--- config.mk ---
export PLATFORM = sky130hd
export DESIGN_NAME = tilt_complementary_filter
export DESIGN_NICKNAME = d
export VERILOG_FILES = /design/src/design/tcf_pkg.sv /design/src/design/tilt_complementary_filter.sv
export SDC_FILE = /design/constraint.sdc
export NUM_CORES = 2
export LEC_CHECK = 0
export BUFFER_PORTS_ARGS = -buffer_cell sky130_fd_sc_hd__buf_2
export CAP_MARGIN = 10
export CORE_AREA = 2 2 322 324
export DETAILED_ROUTE_END_ITERATION = 16
export DIE_AREA = 0 0 324 326
export PLACE_DENSITY = 0.8
export SYNTH_ARGS = -nofsm -noshare
export SYNTH_HDL_FRONTEND = slang
export SYNTH_SLANG_ARGS = --single-unit
--- constraint.sdc ---
create_clock -name clock -period 10.8 [get_ports clock]
set_clock_uncertainty 0.2 [all_clocks]
set_input_delay 0.54 -clock clock [delete_from_list [all_inputs] [get_ports clock]]
set_output_delay 0.54 -clock clock [all_outputs]
set_load 0.03 [all_outputs]
--- src/design/tcf_pkg.sv ---
// shared constants, state codes and arctangent table for the tilt complementary filter
`default_nettype none

package tcf_pkg;

   // datapath widths that do not follow the angle format
   localparam int CW        = 27;  // cordic x and y, accel counts scaled by 2^8 plus gain headroom
   localparam int ZW        = 25;  // cordic angle, degrees with 16 fraction bits
   localparam int BW        = 18;  // multiplier coefficient operand, signed
   localparam int ACC_GUARD = 8;
   localparam int TBL_LEN   = 24;
   localparam int TBL_IW    = 5;
   localparam int OUT_W     = 17;
   localparam int IN_W      = 16;

   localparam int ANGLE_LIMIT_DEG = 180;
   localparam logic [15:0] INV_GAIN = 16'd39797;  // 1/K in Q0.16

   // configuration port
   localparam int CSR_IW = 2;
   localparam int CSR_DW = 16;
   localparam logic [CSR_IW-1:0] REG_BLEND_WEIGHT = 2'd0;
   localparam logic [CSR_IW-1:0] REG_TIME_STEP    = 2'd1;
   localparam logic [CSR_DW-1:0] BLEND_WEIGHT_RESET = 16'd19661;
   localparam logic [CSR_DW-1:0] TIME_STEP_RESET    = 16'd655;

   // sequencer
   typedef logic [3:0] state_type;
   localparam state_type S_IDLE = 4'd0;
   localparam state_type S_MAG  = 4'd1;   // magnitude vectoring
   localparam state_type S_G0   = 4'd2;   // gain multiply, pitch lane
   localparam state_type S_G1   = 4'd3;   // gain multiply, roll lane
   localparam state_type S_G2   = 4'd4;   // reload roll lane
   localparam state_type S_ANG  = 4'd5;   // angle vectoring
   localparam state_type S_B0   = 4'd6;
   localparam state_type S_B1   = 4'd7;
   localparam state_type S_B2   = 4'd8;
   localparam state_type S_B3   = 4'd9;
   localparam state_type S_B4   = 4'd10;
   localparam state_type S_B5   = 4'd11;
   localparam state_type S_B6   = 4'd12;

   // atan(2^-i) in degrees, 16 fraction bits
   function automatic logic signed [ZW-1:0] atan_deg(input logic [TBL_IW-1:0] idx);
      logic signed [ZW-1:0] v;
      case (idx)
         5'd0:    v = 25'sd2949120;
         5'd1:    v = 25'sd1740967;
         5'd2:    v = 25'sd919879;
         5'd3:    v = 25'sd466945;
         5'd4:    v = 25'sd234379;
         5'd5:    v = 25'sd117304;
         5'd6:    v = 25'sd58666;
         5'd7:    v = 25'sd29335;
         5'd8:    v = 25'sd14668;
         5'd9:    v = 25'sd7334;
         5'd10:   v = 25'sd3667;
         5'd11:   v = 25'sd1833;
         5'd12:   v = 25'sd917;
         5'd13:   v = 25'sd458;
         5'd14:   v = 25'sd229;
         5'd15:   v = 25'sd115;
         5'd16:   v = 25'sd57;
         5'd17:   v = 25'sd29;
         5'd18:   v = 25'sd14;
         5'd19:   v = 25'sd7;
         5'd20:   v = 25'sd4;
         5'd21:   v = 25'sd2;
         5'd22:   v = 25'sd1;
         default: v = '0;
      endcase
      return v;
   endfunction

endpackage

`default_nettype wire

--- src/design/tilt_complementary_filter.sv ---
// tilt complementary filter top level: cordic tilt angles, gyro integration and blend
`default_nettype none

// Takes one IMU beat (three accelerometer axes, two gyro rates) and returns one beat with
// the filtered pitch and roll in degrees, ANGLE_FRAC_BITS fraction bits, saturated at
// +-180 and sent as 17-bit two's complement. Pitch = atan(x/sqrt(y^2+z^2)) and
// roll = atan(y/sqrt(x^2+z^2)) come from two cordic lanes that run side by side: one
// vectoring pass gives the root, a gain multiply corrects it, a second pass gives the
// angle. The kept angles are advanced by gyro rate times time_step and blended as
// k*accel + (1-k)*gyro. The cordic iteration loop sets most of the time that one item
// occupies the block, and the single shared multiplier handles the gain, gyro and blend
// products one per cycle. req_stall is high from acceptance until the result is written
// to the output register; a finished result waits there while the next beat is already
// being worked. The user is to write blend_weight (index 0) and time_step (index 1) only
// while idle; the block itself does not enforce this.
module tilt_complementary_filter
   import tcf_pkg::*;
#(
   parameter int CORDIC_STEPS    = 16,
   parameter int ANGLE_FRAC_BITS = 8
) (
   input  wire                      clock,
   input  wire                      reset,
   // configuration writes
   input  wire                      csr_write,
   input  wire [CSR_IW-1:0]         csr_index,
   input  wire [CSR_DW-1:0]         csr_wdata,
   // sample beats in
   input  wire                      req_valid,
   output logic                     req_stall,
   input  wire signed [IN_W-1:0]    req_acc_x,
   input  wire signed [IN_W-1:0]    req_acc_y,
   input  wire signed [IN_W-1:0]    req_acc_z,
   input  wire signed [IN_W-1:0]    req_gyro_x,
   input  wire signed [IN_W-1:0]    req_gyro_y,
   // angle beats out
   output logic                     rsp_valid,
   input  wire                      rsp_stall,
   output logic signed [OUT_W-1:0]  rsp_pitch_out,
   output logic signed [OUT_W-1:0]  rsp_roll_out
);

   // effective iteration count, the atan table has 24 entries
   localparam int STEPS = (CORDIC_STEPS < TBL_LEN) ? CORDIC_STEPS : TBL_LEN;
   localparam int CNT_W = $clog2(STEPS);
   localparam logic [CNT_W-1:0] CNT_LAST = CNT_W'(STEPS - 1);

   localparam int F   = ANGLE_FRAC_BITS;
   localparam int AGW = F + 9;           // kept angle, holds +-180 degrees
   localparam int GW  = F + 13;          // angle plus gyro increment
   localparam int AW  = (CW > GW) ? CW : GW;
   localparam int PW  = AW + BW;         // product
   localparam int SW  = PW + 1;          // blend sum
   localparam int EW  = (AGW > OUT_W) ? AGW : OUT_W;
   localparam int LANES = 2;             // lane 0 pitch, lane 1 roll

   localparam logic signed [AGW-1:0] ANGLE_LIM  = AGW'(ANGLE_LIMIT_DEG << F);
   localparam logic signed [AGW-1:0] ANGLE_NLIM = -ANGLE_LIM;
   localparam logic signed [SW-1:0]  LIM_W      = SW'(ANGLE_LIMIT_DEG << F);
   localparam logic signed [SW-1:0]  NLIM_W     = -LIM_W;
   localparam logic signed [SW-1:0]  BLEND_RND  = SW'(32768);
   localparam logic signed [PW-1:0]  GAIN_RND   = PW'(32768);
   localparam logic signed [PW+F-1:0] INC_RND   = (PW + F)'(1 << 19);
   localparam logic signed [ZW-1:0]  ZROUND     = ZW'(1 << (15 - F));

   // control state
   state_type               state_ff, state_in;
   logic [CNT_W-1:0]        cnt_ff, cnt_in;
   logic                    rsp_valid_ff;
   logic                    load_rsp;
   logic [CSR_DW-1:0]       blend_weight_ff;
   logic [CSR_DW-1:0]       time_step_ff;
   logic signed [AGW-1:0]   ang_ff [LANES];  // kept filtered angles

   // cordic lanes
   logic signed [CW-1:0]    x_ff [LANES];
   logic signed [CW-1:0]    y_ff [LANES];
   logic signed [ZW-1:0]    z_ff [LANES];
   logic signed [CW-1:0]    xs_c [LANES];
   logic signed [CW-1:0]    ys_c [LANES];
   logic signed [CW-1:0]    x_step [LANES];
   logic signed [CW-1:0]    y_step [LANES];
   logic signed [ZW-1:0]    z_step [LANES];
   logic signed [ZW-1:0]    tz_c;

   // per-item operands
   logic signed [IN_W-1:0]  num_ff [LANES];
   logic signed [IN_W-1:0]  gyro_ff [LANES];
   logic                    zero_ff [LANES];

   // shared multiplier and blend path
   logic signed [AW-1:0]    mul_a;
   logic signed [BW-1:0]    mul_b;
   logic signed [PW-1:0]    mul_p;
   logic signed [PW-1:0]    prod_ff;
   logic signed [PW-1:0]    sum_ff;
   logic signed [GW-1:0]    g_ff [LANES];
   logic signed [GW-1:0]    g_c;
   logic signed [AGW-1:0]   acc_c [LANES];
   logic signed [ZW-1:0]    zr_c [LANES];
   logic signed [PW-1:0]    gain_sum;
   logic signed [CW-1:0]    root_c;
   logic signed [PW+F-1:0]  inc_wide;
   logic signed [GW-1:0]    inc_c;
   logic [16:0]             one_minus_k;
   logic signed [SW-1:0]    blend_sum;
   logic signed [SW-1:0]    blend_shr;
   logic signed [AGW-1:0]   blend_c;
   logic signed [EW-1:0]    pitch_ext;
   logic signed [EW-1:0]    roll_ext;
   logic signed [OUT_W-1:0] rsp_pitch_ff;
   logic signed [OUT_W-1:0] rsp_roll_ff;

   // |v| << 8 as a cordic operand
   function automatic logic signed [CW-1:0] scaled_abs(input logic signed [IN_W-1:0] v);
      logic signed [IN_W:0] e;
      logic [IN_W:0]        m;
      e = (IN_W + 1)'(v);
      m = e[IN_W] ? -e : e;
      return $signed(CW'({m, 8'd0}));
   endfunction

   assign req_stall     = (state_ff != S_IDLE);
   assign rsp_valid     = rsp_valid_ff;
   assign rsp_pitch_out = rsp_pitch_ff;
   assign rsp_roll_out  = rsp_roll_ff;

   // ---------------------------------------------------------------------
   // sequencer
   // ---------------------------------------------------------------------
   always_comb begin
      state_in = state_ff;
      cnt_in   = cnt_ff;
      load_rsp = 1'b0;
      case (state_ff)
         S_IDLE: begin
            if (req_valid) begin
               state_in = S_MAG;
               cnt_in   = '0;
            end
         end
         S_MAG: begin
            if (cnt_ff == CNT_LAST) begin
               state_in = S_G0;
               cnt_in   = '0;
            end else begin
               cnt_in = cnt_ff + 1'b1;
            end
         end
         S_G0: state_in = S_G1;
         S_G1: state_in = S_G2;
         S_G2: begin
            state_in = S_ANG;
            cnt_in   = '0;
         end
         S_ANG: begin
            if (cnt_ff == CNT_LAST) begin
               state_in = S_B0;
               cnt_in   = '0;
            end else begin
               cnt_in = cnt_ff + 1'b1;
            end
         end
         S_B0: state_in = S_B1;
         S_B1: state_in = S_B2;
         S_B2: state_in = S_B3;
         S_B3: state_in = S_B4;
         S_B4: state_in = S_B5;
         S_B5: state_in = S_B6;
         S_B6: begin
            // hold here while the previous result is still stalled in the output register
            if (!rsp_valid_ff || !rsp_stall) begin
               load_rsp = 1'b1;
               state_in = S_IDLE;
            end
         end
         default: state_in = S_IDLE;
      endcase
   end

   // ---------------------------------------------------------------------
   // one cordic vectoring step on both lanes, shift amount is the step count
   // ---------------------------------------------------------------------
   assign tz_c = atan_deg(TBL_IW'(cnt_ff));

   always_comb begin
      for (int l = 0; l < LANES; l++) begin
         xs_c[l] = x_ff[l] >>> cnt_ff;
         ys_c[l] = y_ff[l] >>> cnt_ff;
         if (y_ff[l][CW-1]) begin
            x_step[l] = x_ff[l] - ys_c[l];
            y_step[l] = y_ff[l] + xs_c[l];
            z_step[l] = z_ff[l] - tz_c;
         end else begin
            x_step[l] = x_ff[l] + ys_c[l];
            y_step[l] = y_ff[l] - xs_c[l];
            z_step[l] = z_ff[l] + tz_c;
         end
      end
   end

   // accel angle rounded half up to F fraction bits, zero when the root is zero
   always_comb begin
      for (int l = 0; l < LANES; l++) begin
         zr_c[l]  = (z_ff[l] + ZROUND) >>> (16 - F);
         acc_c[l] = zero_ff[l] ? '0 : zr_c[l][AGW-1:0];
      end
   end

   // gain corrected root from the last product
   assign gain_sum = prod_ff + GAIN_RND;
   assign root_c   = gain_sum[CW+15:16];

   // ---------------------------------------------------------------------
   // shared multiplier operand select
   // ---------------------------------------------------------------------
   assign one_minus_k = 17'h10000 - {1'b0, blend_weight_ff};

   always_comb begin
      mul_a = '0;
      mul_b = '0;
      case (state_ff)
         S_G0: begin
            mul_a = AW'(x_ff[0]);
            mul_b = $signed(BW'(INV_GAIN));
         end
         S_G1: begin
            mul_a = AW'(x_ff[1]);
            mul_b = $signed(BW'(INV_GAIN));
         end
         S_B0: begin
            mul_a = AW'(gyro_ff[0]);
            mul_b = $signed(BW'(time_step_ff));
         end
         S_B1: begin
            mul_a = AW'(gyro_ff[1]);
            mul_b = $signed(BW'(time_step_ff));
         end
         S_B2: begin
            mul_a = AW'(acc_c[0]);
            mul_b = $signed(BW'(blend_weight_ff));
         end
         S_B3: begin
            mul_a = AW'(g_ff[0]);
            mul_b = $signed(BW'(one_minus_k));
         end
         S_B4: begin
            mul_a = AW'(acc_c[1]);
            mul_b = $signed(BW'(blend_weight_ff));
         end
         S_B5: begin
            mul_a = AW'(g_ff[1]);
            mul_b = $signed(BW'(one_minus_k));
         end
         default: begin
            mul_a = '0;
            mul_b = '0;
         end
      endcase
   end

   assign mul_p = PW'(mul_a) * PW'(mul_b);

   // gyro increment: gyro*dt*2^F / 2^20, rounded half up, added to the kept angle
   assign inc_wide = ((PW + F)'(prod_ff) <<< F) + INC_RND;
   assign inc_c    = inc_wide[GW+19:20];
   assign g_c      = GW'((state_ff == S_B2) ? ang_ff[1] : ang_ff[0]) + inc_c;

   // blend k*acc + (1-k)*gyro with rounding, then clamp to +-180 degrees
   assign blend_sum = SW'(sum_ff) + SW'(prod_ff) + BLEND_RND;
   assign blend_shr = blend_sum >>> 16;

   always_comb begin
      if (blend_shr > LIM_W) begin
         blend_c = ANGLE_LIM;
      end else if (blend_shr < NLIM_W) begin
         blend_c = ANGLE_NLIM;
      end else begin
         blend_c = blend_shr[AGW-1:0];
      end
   end

   assign pitch_ext = EW'(ang_ff[0]);
   assign roll_ext  = EW'(blend_c);

   // ---------------------------------------------------------------------
   // control registers
   // ---------------------------------------------------------------------
   always_ff @(posedge clock) begin
      if (reset) begin
         state_ff        <= S_IDLE;
         cnt_ff          <= '0;
         rsp_valid_ff    <= 1'b0;
         blend_weight_ff <= BLEND_WEIGHT_RESET;
         time_step_ff    <= TIME_STEP_RESET;
         ang_ff[0]       <= '0;
         ang_ff[1]       <= '0;
      end else begin
         state_ff <= state_in;
         cnt_ff   <= cnt_in;
         if (load_rsp) begin
            rsp_valid_ff <= 1'b1;
         end else if (!rsp_stall) begin
            rsp_valid_ff <= 1'b0;
         end
         if (csr_write) begin
            case (csr_index)
               REG_BLEND_WEIGHT: blend_weight_ff <= csr_wdata;
               REG_TIME_STEP:    time_step_ff    <= csr_wdata;
               default:          ;
            endcase
         end
         // pitch settles in b4, roll when the result goes out
         if (state_ff == S_B4) begin
            ang_ff[0] <= blend_c;
         end
         if (load_rsp) begin
            ang_ff[1] <= blend_c;
         end
      end
   end

   // ---------------------------------------------------------------------
   // datapath registers
   // ---------------------------------------------------------------------
   always_ff @(posedge clock) begin
      case (state_ff)
         S_IDLE: begin
            if (req_valid) begin
               // pitch lane takes root of (y, z), roll lane root of (x, z)
               x_ff[0]    <= scaled_abs(req_acc_y);
               y_ff[0]    <= scaled_abs(req_acc_z);
               x_ff[1]    <= scaled_abs(req_acc_x);
               y_ff[1]    <= scaled_abs(req_acc_z);
               z_ff[0]    <= '0;
               z_ff[1]    <= '0;
               num_ff[0]  <= req_acc_x;
               num_ff[1]  <= req_acc_y;
               zero_ff[0] <= (req_acc_y == '0) && (req_acc_z == '0);
               zero_ff[1] <= (req_acc_x == '0) && (req_acc_z == '0);
               gyro_ff[0] <= req_gyro_y;
               gyro_ff[1] <= req_gyro_x;
            end
         end
         S_MAG, S_ANG: begin
            for (int l = 0; l < LANES; l++) begin
               x_ff[l] <= x_step[l];
               y_ff[l] <= y_step[l];
               z_ff[l] <= z_step[l];
            end
         end
         S_G1: begin
            x_ff[0] <= root_c;
            y_ff[0] <= CW'(num_ff[0]) <<< ACC_GUARD;
            z_ff[0] <= '0;
         end
         S_G2: begin
            x_ff[1] <= root_c;
            y_ff[1] <= CW'(num_ff[1]) <<< ACC_GUARD;
            z_ff[1] <= '0;
         end
         S_B1: g_ff[0] <= g_c;
         S_B2: g_ff[1] <= g_c;
         S_B3: sum_ff  <= prod_ff;
         S_B5: sum_ff  <= prod_ff;
         default: ;
      endcase

      case (state_ff)
         S_G0, S_G1, S_B0, S_B1, S_B2, S_B3, S_B4, S_B5: prod_ff <= mul_p;
         default: ;
      endcase

      if (load_rsp) begin
         rsp_pitch_ff <= pitch_ext[OUT_W-1:0];
         rsp_roll_ff  <= roll_ext[OUT_W-1:0];
      end
   end

`ifndef SYNTHESIS
   a_accept_starts_root: assert property (@(posedge clock) disable iff (reset)
      (req_valid && !req_stall) |=> (state_ff == S_MAG && cnt_ff == '0))
      else $error("accepted beat did not start the magnitude pass");

   a_angle_pass_from_zero: assert property (@(posedge clock) disable iff (reset)
      (state_ff == S_G2) |=> (state_ff == S_ANG && cnt_ff == '0))
      else $error("angle pass did not start at step zero");

   a_result_from_blend: assert property (@(posedge clock) disable iff (reset)
      $rose(rsp_valid_ff) |-> ($past(state_ff) == S_B6))
      else $error("result raised outside the final blend step");

   a_angles_in_range: assert property (@(posedge clock) disable iff (reset)
      (ang_ff[0] <= ANGLE_LIM && ang_ff[0] >= ANGLE_NLIM &&
       ang_ff[1] <= ANGLE_LIM && ang_ff[1] >= ANGLE_NLIM))
      else $error("kept angle beyond 180 degrees");
`endif

endmodule

`default_nettype wire

==> flow_summary.yaml <==
cts:
  clk_pin_slew_ps: 70
  tritoncts: "done"
  clockBufferDepth: 3
  cts_sinks: 487
  clk_latency_ps: 700
  clockRootBuffer: "clkbuf_16"
  cts_buffers: 58
  postCtsSetupBuffers: 0
  cts.htree.levels: 2
setup_path:
  crit_path_start_kind: "flop"
  endpoint_kind: "flop"
  worstPathArrival_ps: 10330
  r2r_slack_ps: 710
  crit_type: "flop to flop"
  critPathRequiredTime_ps: 11040
  slowest_stage: "and3_1"
  cp_slowest_stage_delay_ps: 640
  path_max_fanout: 11
  crit_top_cell: "fa_1"
final_layout:
  layout.cells.non_filler: 7630
  stdcell_area_sq_um: 60700
  drive_gt1_share_pct: 8.91
  final_util_pct: 59.2
  syn2layout_area_growth_pct: 8.76
  fin_nets: 7142
synthesis:
  synth.distinct_cells: 113
  synth_top_area_cell: "edfxtp_1"
  synthTopCellsByCount: "nor2_1 (712), inv_1 (660), nand2_1 (619)"
  netlist_instances: 6081
  synth_edf_count: 424
  yosys_warnings: 0
  synth_ff_type: "edfxtp_1"
  synth.avg_cell_area_sq_um: 9.18
  yosysMostFrequentCell: "nor2_1"
  synth_top_area_share_pct: 22.8
  synth_area_leaders: "edfxtp_1 (23%), fa_1 (16%), ha_1 (8.7%)"
  async_reset_ff_share_pct: 0
  synth_area_sq_um: 55800
  ys_seq_area_share_pct: 25.1
  syn_nets: 7024
  ys_ff_latch: 487
grt:
  grt_pass1_wl_mm: 280
  antenna_found_initial: 7
  grt_pass1_vias: 47287
  grt_usage_pct: 34.9
  overflow: 0
  grt_start_max_net_pins: 82
floorplanning:
  die_w_um: 324
  start_util_pct: 54.4
  core_sq_um: 103000
  std_cell_rows: 118
  die-height_um: 326
  io_pins: 139
  dieArea_sq_um: 106000
timing:
  hold_ws_ps: 66.5
  setup_viol_count_final: 0
  fin_setup_tns_ps: 0
  slew-limit-headroom_pct: 14.9
  setup_ws_ps: 709
  post-route-min-period_ps: 10090
  rsz0062_at_grt: "false"
  period_share_pct: 93.4
  worst_pin_slew_ps: 1270
  final_max_slew_viol_count: 0
  fmax_mhz: 99.1
  final_hold_viol_count: 0
route:
  wl_per_cell_um: 24.3
  drt_iter0_drc: 6027
  wirelength_mm: 185
  drt_first_pass_iters: 8
  routed_via_density: 6.28
  ant_nets: 0
  drc: 0
  via_count: 47883
power:
  comb_power_share_pct: 66.1
  leakage_nw: 26.3
  ir_drop_uv: 181
  sw_frac_of_total_pct: 49.7
  power_mw: 16.5
  power_density_nw_per_um2: 271
  share_seq_of_total_power_pct: 21.2
  switchingPower_mw: 8.17
  clock_power_share_pct: 12.7
  p_int_mw: 8.28
place:
  dp_slack_ps: 796
  placement.cell_area_sq_um: 57900
  dp.cells: 7441
  dpl.hpwl_mm: 143
  globalplace.congestion: 1.06
  portBuffers: 138
run_status:
  outcome: "completed"
flow_run:
  cap_viol_max_count: 0
hold_path:
  hp-class: "primary input to flop"
==> state kept, by name, indices dropped and copies added (netlist names) <==
| register | count |
|---|---|
| tz_c | 22 |
| ang_ff | 34 |
| time_step_ff | 16 |
| gyro_ff | 32 |
| rsp_pitch_out | 17 |
| zero_ff | 2 |
| cnt_ff | 4 |
| num_ff | 32 |
| x_ff | 54 |
| sum_ff | 45 |
| blend_weight_ff | 16 |
| prod_ff | 45 |
| rsp_roll_out | 17 |
| rsp_valid | 1 |
| g_ff | 42 |
| y_ff | 54 |
| state_ff | 4 |
| z_ff | 50 |
==> routing by layer <==
metal,part of all wire (%),track usage (%)
met2,46,55.7
met1,36,43.0
met5,0.022,0
met3,10,7.22
met4,7.8,22.4
==> layout by cell type (no fill, tap or decap), types with 41 or more instances in the layout <==
| cell type | synthesis | layout |
|---|---|---|
| nor2_1 | 712 | 710 |
| inv_1 | 660 | 658 |
| nand2_1 | 619 | 618 |
| fa_1 | 453 | 453 |
| edfxtp_1 | 424 | 424 |
| ha_1 | 387 | 387 |
| a21oi_1 | 353 | 349 |
| xnor2_1 | 291 | 291 |
| o21ai_0 | 248 | 248 |
| xor2_1 | 169 | 169 |
| buf_2 | 17 | 138 |
| nor3_1 | 113 | 110 |
| a21o_1 | 110 | 110 |
| nand3_1 | 96 | 96 |
| buf_4 | 14 | 90 |
| mux2i_1 | 89 | 89 |
| mux4_2 | 89 | 89 |
| and3_1 | 84 | 84 |
| dlygate4sd3_1 | 0 | 78 |
| nor2b_1 | 64 | 63 |
| clkbuf_16 | 0 | 63 |
| nand2b_1 | 59 | 58 |
| dfxtp_1 | 63 | 57 |
| mux2_2 | 47 | 47 |
| a211oi_1 | 44 | 44 |
| and2_1 | 44 | 43 |
| o21a_1 | 42 | 42 |
| a31oi_1 | 42 | 42 |
| or3_1 | 41 | 41 |
==> path summary, 6_finish.rpt <==
check | depth (start not counted) | to | startpoint
max | 32 | prod_ff[44] | z_ff[0][13]
min | 1 | num_ff[0][15] | req_acc_x[15]
max reg2reg | 32 | prod_ff[44] | z_ff[0][13]
min reg2reg | 0 | rsp_pitch_out[13] | ang_ff[0][13]
==> critical path: cells and delay by family (launching register included) <==
family                     cells  cell delay, ps
adders and majority gates      7            3370
xor gates and xnor gates       2             250
DFF                            1             470
buffers and inverters          5             630
and+or+nand+nor                9            2530
AOI/OAI and AO/OA              9            2360
==> cells by family after synthesis <==
kind of cell | share of synthesized area, %
xor gates and xnor gates | 7.28
and+or+nand+nor | 16.5
adders and majority gates | 24.9
AOI/OAI and AO/OA | 13.0
DFF | 25.1
buffers and inverters | 6.47
muxes | 6.77
==> power by group through the flow <==
stage                     Clock [mW]  Combinational [mW]  Sequential (mW)
final                           2.09                10.9             3.49
after global routing            2.16                11.8             3.49
after CTS                       2.10                10.6             3.42
after detailed placement           0                10.5             3.45
after global placement             0                10.3             3.43
after floorplan                    0                8.02             3.04
==> cell type report <==
type                            instances  area [sq um]
Antenna cell                            1          2.50
Clock buffer                           74          1640
Clock inverter                         36           355
Fill cell                            8706         41900
Inverter                              663          2490
Multi-Input combinational cell       4683         38300
Sequential cell                       487         14000
Tap cell                             1380          1730
Timing Repair Buffer                  306          2150
==> what timing repair did <==
action	CTS	global route
endpoints found under the setup margin	0	0
hold endpoints to repair	94	0
resized for setup	0	0
hold buffers	78	0
Power figures use the tool's default switching activity.
